## config.mk

```make
export PLATFORM = sky130hd
export DESIGN_NAME = udptl_receive_loss_recovery
export DESIGN_NICKNAME = d
export VERILOG_FILES = /design/src/hw/rtl/udptl_pkg.sv /design/src/hw/rtl/udptl_ctrl.sv /design/src/hw/rtl/udptl_dpath.sv /design/src/hw/rtl/udptl_receive_loss_recovery.sv
export SDC_FILE = /design/constraint.sdc
export NUM_CORES = 1
export LEC_CHECK = 0
export ABC_AREA = 1
export BUFFER_PORTS_ARGS = -buffer_cell sky130_fd_sc_hd__buf_2
export CORE_ASPECT_RATIO = 1.4
export CORE_MARGIN = 5
export CORE_UTILIZATION = 30
export DETAILED_ROUTE_END_ITERATION = 10
export GPL_TIMING_DRIVEN = 1
export PLACE_DENSITY = 0.49
export SYNTH_ARGS = -nofsm -noshare
export SYNTH_HDL_FRONTEND = slang
export SYNTH_HIERARCHICAL = 1
export SYNTH_SLANG_ARGS = --single-unit
```

## constraint.sdc

```tcl
create_clock -name clk_i -period 4.1 [get_ports clk_i]
set_clock_uncertainty 0.2 [all_clocks]
set_input_delay 0.615 -clock clk_i [delete_from_list [all_inputs] [get_ports clk_i]]
set_output_delay 0.615 -clock clk_i [all_outputs]
set_load 0.05 [all_outputs]
```

## src/hw/rtl/udptl_pkg.sv

```systemverilog
package udptl_pkg;

  localparam int unsigned MAX_SECONDARY = 7;
  localparam int unsigned SEQ_W = 16;
  localparam int unsigned CNT_W = 3;
  localparam int unsigned BAD_W = 8;

  localparam logic [SEQ_W-1:0] SEQ_HALF = 16'h8000;
  localparam logic [BAD_W-1:0] BAD_LIMIT_RESET = 8'd10;
  localparam logic [BAD_W-1:0] BAD_SATURATE = 8'hFF;

  typedef enum logic [1:0] {
    KIND_PRIMARY   = 2'd0,
    KIND_SECONDARY = 2'd1,
    KIND_FILLER    = 2'd2,
    KIND_ABORT     = 2'd3
  } kind_e;

  typedef enum logic [1:0] {
    CLS_FILLER = 2'd0,
    CLS_ABORT  = 2'd1,
    CLS_PACKET = 2'd2
  } class_e;

  typedef struct packed {
    logic load;
    logic calc;
    logic emit;
  } cmd_t;

  typedef struct packed {
    logic out_free;
    logic emit_last;
  } status_t;

endpackage

```

## src/hw/rtl/udptl_ctrl.sv

```systemverilog
module udptl_ctrl (
  input  logic               clk_i,
  input  logic               rst_ni,
  input  logic               in_valid_i,
  output logic               in_ready_o,
  input  udptl_pkg::status_t status_i,
  output udptl_pkg::cmd_t    cmd_o
);

  typedef enum logic [1:0] {
    ST_IDLE,
    ST_CALC,
    ST_EMIT
  } state_e;

  state_e state_q, state_d;

  assign in_ready_o = (state_q == ST_IDLE);

  always_comb begin
    cmd_o   = '0;
    state_d = state_q;
    case (state_q)
      ST_IDLE: begin
        cmd_o.load = in_valid_i;
        if (in_valid_i) begin
          state_d = ST_CALC;
        end
      end
      ST_CALC: begin
        cmd_o.calc = 1'b1;
        state_d    = ST_EMIT;
      end
      ST_EMIT: begin
        cmd_o.emit = status_i.out_free;
        if (status_i.out_free && status_i.emit_last) begin
          state_d = ST_IDLE;
        end
      end
      default: begin
        state_d = ST_IDLE;
      end
    endcase
  end

  always_ff @(posedge clk_i or negedge rst_ni) begin
    if (!rst_ni) begin
      state_q <= ST_IDLE;
    end else begin
      state_q <= state_d;
    end
  end

endmodule

```

## src/hw/rtl/udptl_dpath.sv

```systemverilog
module udptl_dpath (
  input  logic                              clk_i,
  input  logic                              rst_ni,
  input  logic                              cfg_we_i,
  input  logic [udptl_pkg::BAD_W-1:0]       cfg_wdata_i,
  input  logic                              mode_i,
  input  logic                              decode_ok_i,
  input  logic [udptl_pkg::SEQ_W-1:0]       seq_in_i,
  input  logic [udptl_pkg::CNT_W-1:0]       secondary_count_i,
  input  udptl_pkg::cmd_t                   cmd_i,
  output udptl_pkg::status_t                status_o,
  output logic                              out_valid_o,
  input  logic                              out_ready_i,
  output logic [1:0]                        frame_kind_o,
  output logic [udptl_pkg::CNT_W-1:0]       secondary_index_o,
  output logic [udptl_pkg::SEQ_W-1:0]       seq_out_o,
  output logic [udptl_pkg::SEQ_W-1:0]       lost_count_o,
  output logic                              last_o
);

  localparam logic [udptl_pkg::CNT_W-1:0] MaxSec = udptl_pkg::CNT_W'(udptl_pkg::MAX_SECONDARY);

  logic [udptl_pkg::BAD_W-1:0] limit_q, bad_q, bad_d, bad_inc;
  logic [udptl_pkg::SEQ_W-1:0] exp_q, exp_d;

  logic                        in_mode_q, in_ok_q;
  logic [udptl_pkg::SEQ_W-1:0] in_seq_q;
  logic [udptl_pkg::CNT_W-1:0] in_cnt_q;

  udptl_pkg::class_e           cls_q, cls_d;
  logic [udptl_pkg::SEQ_W-1:0] cur_q, cur_d, lost_q, lost_d;
  logic [udptl_pkg::CNT_W-1:0] nred_q, nred_d;
  logic                        first_q;

  logic                        out_valid_q, last_q;
  logic [1:0]                  kind_q;
  logic [udptl_pkg::CNT_W-1:0] sidx_q;
  logic [udptl_pkg::SEQ_W-1:0] seq_q, lost_out_q;

  logic [udptl_pkg::SEQ_W-1:0] diff;
  logic [udptl_pkg::CNT_W-1:0] cnt_eff;
  logic                        neg;

  logic [1:0]                  r_kind;
  logic [udptl_pkg::CNT_W-1:0] r_sidx;
  logic [udptl_pkg::SEQ_W-1:0] r_seq, r_lost;
  logic                        r_last;

  // The sequence gap folds into -32768..32768; the exact half is positive
  // only when the carried sequence lies above the expected one.
  always_comb begin
    diff    = in_seq_q - exp_q;
    neg     = (diff > udptl_pkg::SEQ_HALF) ||
              ((diff == udptl_pkg::SEQ_HALF) && !in_seq_q[udptl_pkg::SEQ_W-1]);
    cnt_eff = (in_cnt_q > MaxSec) ? MaxSec : in_cnt_q;
    bad_inc = (bad_q == udptl_pkg::BAD_SATURATE) ? bad_q : bad_q + 1'b1;

    if (diff > {{(udptl_pkg::SEQ_W-udptl_pkg::CNT_W){1'b0}}, cnt_eff}) begin
      lost_d = diff - {{(udptl_pkg::SEQ_W-udptl_pkg::CNT_W){1'b0}}, cnt_eff};
      nred_d = cnt_eff;
      cur_d  = in_seq_q - {{(udptl_pkg::SEQ_W-udptl_pkg::CNT_W){1'b0}}, cnt_eff};
    end else begin
      lost_d = '0;
      nred_d = diff[udptl_pkg::CNT_W-1:0];
      cur_d  = exp_q;
    end

    bad_d = bad_q;
    if (in_mode_q) begin
      cls_d = udptl_pkg::CLS_FILLER;
    end else if (!in_ok_q) begin
      bad_d = bad_inc;
      cls_d = (bad_inc > limit_q) ? udptl_pkg::CLS_ABORT : udptl_pkg::CLS_FILLER;
    end else begin
      bad_d = '0;
      cls_d = neg ? udptl_pkg::CLS_FILLER : udptl_pkg::CLS_PACKET;
    end
  end

  always_comb begin
    r_kind = udptl_pkg::KIND_FILLER;
    r_sidx = '0;
    r_seq  = exp_q - 1'b1;
    r_lost = '0;
    r_last = 1'b1;
    exp_d  = exp_q;
    case (cls_q)
      udptl_pkg::CLS_ABORT: begin
        r_kind = udptl_pkg::KIND_ABORT;
        r_seq  = '0;
      end
      udptl_pkg::CLS_PACKET: begin
        r_seq  = cur_q;
        r_lost = first_q ? lost_q : '0;
        if (nred_q != '0) begin
          r_kind = udptl_pkg::KIND_SECONDARY;
          r_sidx = nred_q - 1'b1;
          r_last = 1'b0;
        end else begin
          r_kind = udptl_pkg::KIND_PRIMARY;
          exp_d  = cur_q + 1'b1;
        end
      end
      default: begin
        r_kind = udptl_pkg::KIND_FILLER;
      end
    endcase
  end

  assign status_o.out_free  = !out_valid_q || out_ready_i;
  assign status_o.emit_last = r_last;

  always_ff @(posedge clk_i or negedge rst_ni) begin
    if (!rst_ni) begin
      limit_q     <= udptl_pkg::BAD_LIMIT_RESET;
      exp_q       <= '0;
      bad_q       <= '0;
      out_valid_q <= 1'b0;
    end else begin
      if (cfg_we_i) begin
        limit_q <= cfg_wdata_i;
      end
      if (cmd_i.calc) begin
        bad_q <= bad_d;
      end
      if (cmd_i.emit) begin
        exp_q       <= exp_d;
        out_valid_q <= 1'b1;
      end else if (out_ready_i) begin
        out_valid_q <= 1'b0;
      end
    end
  end

  always_ff @(posedge clk_i) begin
    if (cmd_i.load) begin
      in_mode_q <= mode_i;
      in_ok_q   <= decode_ok_i;
      in_seq_q  <= seq_in_i;
      in_cnt_q  <= secondary_count_i;
    end
    if (cmd_i.calc) begin
      cls_q   <= cls_d;
      cur_q   <= cur_d;
      lost_q  <= lost_d;
      nred_q  <= nred_d;
      first_q <= 1'b1;
    end
    if (cmd_i.emit) begin
      kind_q     <= r_kind;
      sidx_q     <= r_sidx;
      seq_q      <= r_seq;
      lost_out_q <= r_lost;
      last_q     <= r_last;
      first_q    <= 1'b0;
      if (!r_last) begin
        nred_q <= nred_q - 1'b1;
        cur_q  <= cur_q + 1'b1;
      end
    end
  end

  assign out_valid_o       = out_valid_q;
  assign frame_kind_o      = kind_q;
  assign secondary_index_o = sidx_q;
  assign seq_out_o         = seq_q;
  assign lost_count_o      = lost_out_q;
  assign last_o            = last_q;

endmodule

```

## src/hw/rtl/udptl_receive_loss_recovery.sv

```systemverilog
// An accepted input word is registered, evaluated in the calculate state and then
// emitted as n result words (1 to 8), one word per cycle while the output is free,
// in the controller's accept, evaluate and emit sequence; input waits for the last word.
// Reset: rst_ni is asynchronous and active low; it clears the expected sequence and
// the bad-packet run, loads the limit with 10 and leaves the output empty.
module udptl_receive_loss_recovery (
  input  logic                        clk_i,
  input  logic                        rst_ni,
  input  logic                        cfg_we_i,
  input  logic [udptl_pkg::BAD_W-1:0] cfg_wdata_i,
  input  logic                        in_valid_i,
  output logic                        in_ready_o,
  input  logic                        mode_i,
  input  logic                        decode_ok_i,
  input  logic [udptl_pkg::SEQ_W-1:0] seq_in_i,
  input  logic [udptl_pkg::CNT_W-1:0] secondary_count_i,
  output logic                        out_valid_o,
  input  logic                        out_ready_i,
  output logic [1:0]                  frame_kind_o,
  output logic [udptl_pkg::CNT_W-1:0] secondary_index_o,
  output logic [udptl_pkg::SEQ_W-1:0] seq_out_o,
  output logic [udptl_pkg::SEQ_W-1:0] lost_count_o,
  output logic                        last_o
);

  udptl_pkg::cmd_t    cmd;
  udptl_pkg::status_t status;

  udptl_ctrl u_ctrl (
    .clk_i      (clk_i),
    .rst_ni     (rst_ni),
    .in_valid_i (in_valid_i),
    .in_ready_o (in_ready_o),
    .status_i   (status),
    .cmd_o      (cmd)
  );

  udptl_dpath u_dpath (
    .clk_i             (clk_i),
    .rst_ni            (rst_ni),
    .cfg_we_i          (cfg_we_i),
    .cfg_wdata_i       (cfg_wdata_i),
    .mode_i            (mode_i),
    .decode_ok_i       (decode_ok_i),
    .seq_in_i          (seq_in_i),
    .secondary_count_i (secondary_count_i),
    .cmd_i             (cmd),
    .status_o          (status),
    .out_valid_o       (out_valid_o),
    .out_ready_i       (out_ready_i),
    .frame_kind_o      (frame_kind_o),
    .secondary_index_o (secondary_index_o),
    .seq_out_o         (seq_out_o),
    .lost_count_o      (lost_count_o),
    .last_o            (last_o)
  );

endmodule

```

==> results of run 1 <==
[cells by family (layout without fill, tap and decap cells)]
family	count (synthesis)	in the layout	share of synthesized area, %
and+or+nand+nor	443	443	24.8
AOI/OAI and AO/OA	136	136	9.18
xor gates and xnor gates	39	39	4.35
muxes	1	1	0.143
buffers and inverters	182	274	9.22
DFF	132	132	45.7
adders and majority gates	40	40	6.65
[flip-flops by register name, summed over array words and instances (netlist names), 3 cells and up]
name and flops:
u_dpath/seq_out_o 16, u_dpath/exp_q 16, u_dpath/nred_q 3, u_dpath/cur_q 16
u_dpath/limit_q 8, u_dpath/in_cnt_q 3, u_dpath/secondary_index_o 3, u_dpath/bad_q 8
u_dpath/in_seq_q 16, u_dpath/lost_count_o 16, u_dpath/lost_q 16
[final timing paths]
check	endpoint	slack (ps)
min reg2reg	u_dpath/first_q	270
min	u_dpath/limit_q[2]	120
max in group asynchronous	u_dpath/exp_q[1]	3010
max	u_dpath/lost_q[15]	750
min in group clk_i	u_dpath/in_seq_q[3]	160
max reg2reg	u_dpath/lost_q[15]	750
[worst max-delay path: stages, from the launching register on]
cell,delay (ps)
edfxtp_1,350
inv_1,90
ha_1,140
inv_1,80
fa_1,440
xor2_1,200
ha_1,380
nand2_1,90
nor2_1,40
a211oi_1,240
nand2_1,160
nor2_2,160
nand2_1,140
nor2_2,150
inv_1,80
nor3_1,130
nor2_1,60
[routing by layer]
| metal | vias up | share of wire (%) | global-route usage, % |
|---|---|---|---|
| li1 | 3327 | - | - |
| met1 | 3095 | 40 | 15.7 |
| met2 | 103 | 54 | 27.2 |
| met3 | 24 | 3.4 | 2.79 |
| met4 | 0 | 2.5 | 5.82 |
| met5 | - | 0 | 0 |
[power by group through the flow]
stage	Sequential, uW	Combinational, uW	Clock, uW
after floorplan	2600	2240	0
after global placement	2290	3450	0
after detailed placement	2300	3470	0
final	2270	3440	1470
after CTS	2270	3480	1520
after global routing	2320	3870	1580
[area by class of cell]
type | instances | area, sq um
Fill cell | 2732 | 16900
Multi-Input combinational cell | 659 | 3560
Clock inverter | 14 | 125
Clock buffer | 18 | 439
Inverter | 159 | 597
Timing Repair Buffer | 83 | 440
Sequential cell | 132 | 3590
Tap cell | 324 | 405
[stage by stage]
stage / utilization (%) / hold slack (ps) / power, uW / cells / setup WS, ps
2_1_floorplan: - / 119 / 4830 / 973 / 1080
5_1_grt: 35.2 / 142 / 7770 / 1389 / 477
4_1_cts: 35.2 / 137 / 7270 / 1389 / 744
3_3_place_gp: 33.0 / 250 / 5740 / 1357 / 778
3_5_place_dp: 33.0 / 258 / 5760 / 1357 / 771
6_report: 35.2 / 118 / 7180 / 1389 / 749
[cells in the final DEF, fill, tap and decap left out, types with 5 or more instances in the layout]
cell       Yosys  layout
nor2_2         6       5
nand2_2        5       5
clkbuf_16      0      17
nand3_1       80      80
nand2_1      198     198
buf_2          3      73
xnor2_1        8       8
a21oi_1       59      59
xor2_1        31      31
edfxtp_1      77      77
nor3_1        19      19
dfxtp_1       20      20
nor2_1       105     105
o21ai_0       59      59
ha_1          37      37
inv_6          0       5
dfrtp_1       33      33
buf_4          2      10
nand4_1       10      10
inv_1        155     155
==> results.yml, run 1 <==
routing:
  wl_per_cell_um: 15.0
  drtAntennaViolNets: 0
  dr.pass1.iters: 6
  vias: 6549
  drc: 0
  avgViaCountPerCell: 4.71
  totalWireLength_mm: 20.8
  drt_iter0_drc: 312
floorplan:
  rows: 70
  dieHeight_um: 202
  coreArea_sq_um: 26000
  die_w_um: 147
  io_pins: 74
  dieArea_sq_um: 29600
  initial_core_util_pct: 30.2
place:
  routabilityCongestion: 0.850
  port_buffers: 73
  place_area_sq_um: 8590
  dp_hpwl_mm: 15.9
sta:
  grt_setup_unrepaired: "false"
  report.final.slew_viol_count: 0
  fmax_mhz: 298
  fin_crit_ps: 3350
  tns_ps: 0
  setup_viol: 0
  worst_pin_slew_ps: 908
  fin_crit_sh_pct: 81.7
  relSlewSlack_pct: 39.5
  hold_viol_final: 0
clocking:
  cts_setup_buffers: 0
  clock_latency_ps: 430
  cts_buffers: 17
  clock_tree.root_cell: "clkbuf_16"
  ctsHoldBuffers: 0
  clkTransAtPathRegs_ps: 60
  h-tree-depth: 4
  clockBufferDepth: 2
  cts-resized-gates: 0
  clock-sinks: 132
  cts_tree: "built"
power:
  power_density_nw_per_um2: 785
  p_int_uw: 3910
  combPwrFrac_pct: 47.9
  power_switching_uw: 3270
  p_seq_share_pct: 31.6
  irDropWorstVdd_mv: 0.333
  power_leakage_uw: 0.00423
  clkPwrFrac_pct: 20.5
  switching_share_pct: 45.6
synthesis:
  synth_top_area_cell: "edfxtp_1"
  yosys_warnings: 6
  ys_ff_latch: 132
  async_flop_share_pct: 26.5
  synth_flop_cell: "edfxtp_1"
  synth_enable_flop_cells: 77
  synth_area_per_cell_sq_um: 8.08
  synth_most_common_cell: "nand2_1"
  netlist_instances: 973
  syn_nets: 1047
  synth.yosys.seq_area_share_pct: 45.7
  yosysTopAreaCellShare_pct: 29.4
  syn_area_sq_um: 7860
  yosysUniqueCellTypes: 44
  ys_top_cells_by_area: "edfxtp_1, dfrtp_1, nand2_1"
  synthTopCellsByCount: "nand2_1, inv_1, nor2_1"
grt:
  antenna_found_initial: 0
  grt_usage_pct: 14.4
  grt_pass1_vias: 6554
  grt_overflow_total: 0
  grt_start_max_net_pins: 41
  grt_pass1_wl_mm: 33.7
critical_path:
  cp.required_ps: 4080
  crit_path_max_fanout: 5
  rr_worst_depth: 16
  endpoint_kind: "flop"
  setup.worst_path.start: "u_dpath/in_seq_q[0]"
  start_kind: "flop"
  reg2reg_from: "u_dpath/in_seq_q[0]"
  arrival_ps: 3340
  worstSetupPathType: "reg2reg"
cells_and_area:
  drive_above_1_share_pct: 13.6
  finalNetCount: 1126
  n_antenna_cell: 0
  areaGrowthSynthToFinish_pct: 16.4
  fin_area_sq_um: 9150
status:
  status: "complete, no violations"
worst_hold_path:
  min_path_type: "in2async"
flow_run:
  maxCapViolations: 0
Note: power is estimated with default switching activity, not from simulation.
==> run 2, diff against run 1 <==
==> constraint.sdc (replaced) <==
create_clock -name clk_i -period 3.5 [get_ports clk_i]
set_clock_uncertainty 0.2 [all_clocks]
set_input_delay 0.525 -clock clk_i [delete_from_list [all_inputs] [get_ports clk_i]]
set_output_delay 0.525 -clock clk_i [all_outputs]
set_load 0.05 [all_outputs]
==> run 2 against run 1 <==
Non-clock buffer count up 9. Worst setup slack got worse by 460 ps. Largest power group unchanged. Worst hold slack got worse by 95 ps. First-iteration DRC count fell by 8.3%. Die area stayed put. Sequential power grew 17%. Fmax rose by 4.4%. Clock power grew 18%. Combinational power is 19% higher. Final cell count is 0.65% higher. Critical path depth is the same.
==> results.yml, run 2 (same netlist as run 1, synthesis figures left out) <==
grt:
  grt_pass1_wl_mm: 33.8
  grt_pass1_vias: 6707
  grt_usage_pct: 14.4
  grt_overflow_total: 0
  antenna_found_initial: 0
  grt_start_max_net_pins: 41
clocking:
  clock_latency_ps: 420
  clkTransAtPathRegs_ps: 60
  cts_buffers: 17
  cts_setup_buffers: 0
  clock-sinks: 132
  clockBufferDepth: 2
  h-tree-depth: 4
  clock_tree.root_cell: "clkbuf_16"
  cts_tree: "built"
routing:
  totalWireLength_mm: 20.7
  wl_per_cell_um: 14.8
  drtAntennaViolNets: 0
  drt_iter0_drc: 286
  avgViaCountPerCell: 4.63
  vias: 6477
  dr.pass1.iters: 4
  drc: 0
power:
  combPwrFrac_pct: 48.3
  p_seq_share_pct: 31.3
  irDropWorstVdd_mv: 0.356
  power_density_nw_per_um2: 921
  power_leakage_uw: 0.00429
  switching_share_pct: 45.3
  p_int_uw: 4660
  power_switching_uw: 3860
  clkPwrFrac_pct: 20.4
place:
  place_area_sq_um: 8660
  port_buffers: 73
  dp_hpwl_mm: 16.0
  routabilityCongestion: 0.847
  post-place-ws_ps: 200
flow_run:
  maxCapViolations: 0
critical_path:
  arrival_ps: 3190
  critPathBufInv: 3
  cpMaxStageDelayCell: "fa_1"
  endpoint_kind: "flop"
  worstSetupPathType: "reg2reg"
  reg2reg_from: "u_dpath/in_seq_q[0]"
  crit_path_max_fanout: 5
  cpLargestDelayFamily: "adder cells"
  cp_cell_sequence: "inv_1 > ha_1 > inv_1 > fa_1 > xor2_1 > ha_1 > nand2_1 > nor2_1 > a211oi_2 > nand2_1 > nor2_2 > nand2_1 > nor2_2 > inv_1 > nor3_1 > nor2_1"
  start_kind: "flop"
  cp_slowest_stage_delay_ps: 430
  cp.required_ps: 3480
  setup.worst_path.start: "u_dpath/in_seq_q[0]"
cells_and_area:
  multi_input_area_sq_um: 3570
  n_antenna_cell: 0
  fin_area_sq_um: 9250
  final_common_cell: "nand2_1"
  finalNetCount: 1135
  fillers: 2705
  final_cell_mix: "nand2_1, inv_1, nor2_1"
  areaGrowthSynthToFinish_pct: 17.6
  final_core_util_pct: 35.5
  drive_above_1_share_pct: 14.5
  seq_area_sq_um: 3590
sta:
  fin_crit_sh_pct: 91.7
  worst_pin_slew_ps: 881
  report.final.slew_viol_count: 0
  finalWorstSetupSlack_ps: 289
  grt_setup_unrepaired: "true"
  fmax_mhz: 311
  hold_viol_final: 0
  setup_viol: 0
  relSlewSlack_pct: 41.3
  fin_crit_ps: 3210
floorplan:
  initial_core_util_pct: 30.2
  die_w_um: 147
  dieHeight_um: 202
  io_pins: 74
  dieArea_sq_um: 29600
  rows: 70
  coreArea_sq_um: 26000
worst_hold_path:
  min_path_type: "in2async"
status:
  status: "complete, no violations"
run 2: cell types whose count changed in the layout (fill, tap and decap cells not counted), moves of 2 or more:
cell        previous run  this run
buf_4                 10        19
clkbuf_8               1         4
clkinv_2               4         2
clkinvlp_4             3         1
inv_4                  0         2
inv_6                  5         2
run 2: worst paths after layout:
path,to,slack [ps],cells after the start
setup / recovery,u_dpath/lost_q[15],290,16
hold / removal,u_dpath/limit_q[2],20,1
setup reg to reg,u_dpath/lost_q[15],290,16
hold reg to reg,u_dpath/first_q,280,2
max in group asynchronous,u_dpath/exp_q[3],2530,1
min in group clk_i,u_dpath/in_seq_q[3],80,1
run 2: power by group through the flow:
stage	Sequential, uW	Combinational (uW)	Clock, uW
6_report	2660	4110	1740
5_1_grt	2730	4650	1870
3_3_place_gp	2690	4100	0
3_5_place_dp	2700	4120	0
4_1_cts	2670	4140	1790
2_1_floorplan	3040	2620	0
run 2: stage by stage:
step                      std cells  TNS [ps]  hold slack [ps]  total power [uW]
after detailed placement       1366         0              272              6820
after CTS                      1398         0             34.4              8610
after floorplan                 973         0             29.4              5660
after global routing           1398     -1.96             54.9              9250
final                          1398         0             23.4              8520
after global placement         1366         0              253              6800
run 2: area by class of cell:
type,count,area share [%]
multi-input combinational,659,38.6
timing repair buffer,92,5.49
clock inverter,9,0.704
clock buffer,23,5.51
inverter,159,6.45
sequential,132,38.8
tap,324,4.38
run 2: routing by layer:
metal | global-route usage [%] | routed length [um] | part of all wire, %
met4 | 5.48 | 456 | 2.2
met5 | 0 | 0 | 0
met2 | 26.9 | 11200 | 54
met3 | 3.04 | 659 | 3.2
met1 | 15.9 | 8450 | 41
run 2: repair_timing:
action | 4_1_cts | 5_1_grt
endpoints found under the setup margin | 0 | 4
resized for setup | 0 | 3
hold buffers | 0 | 0
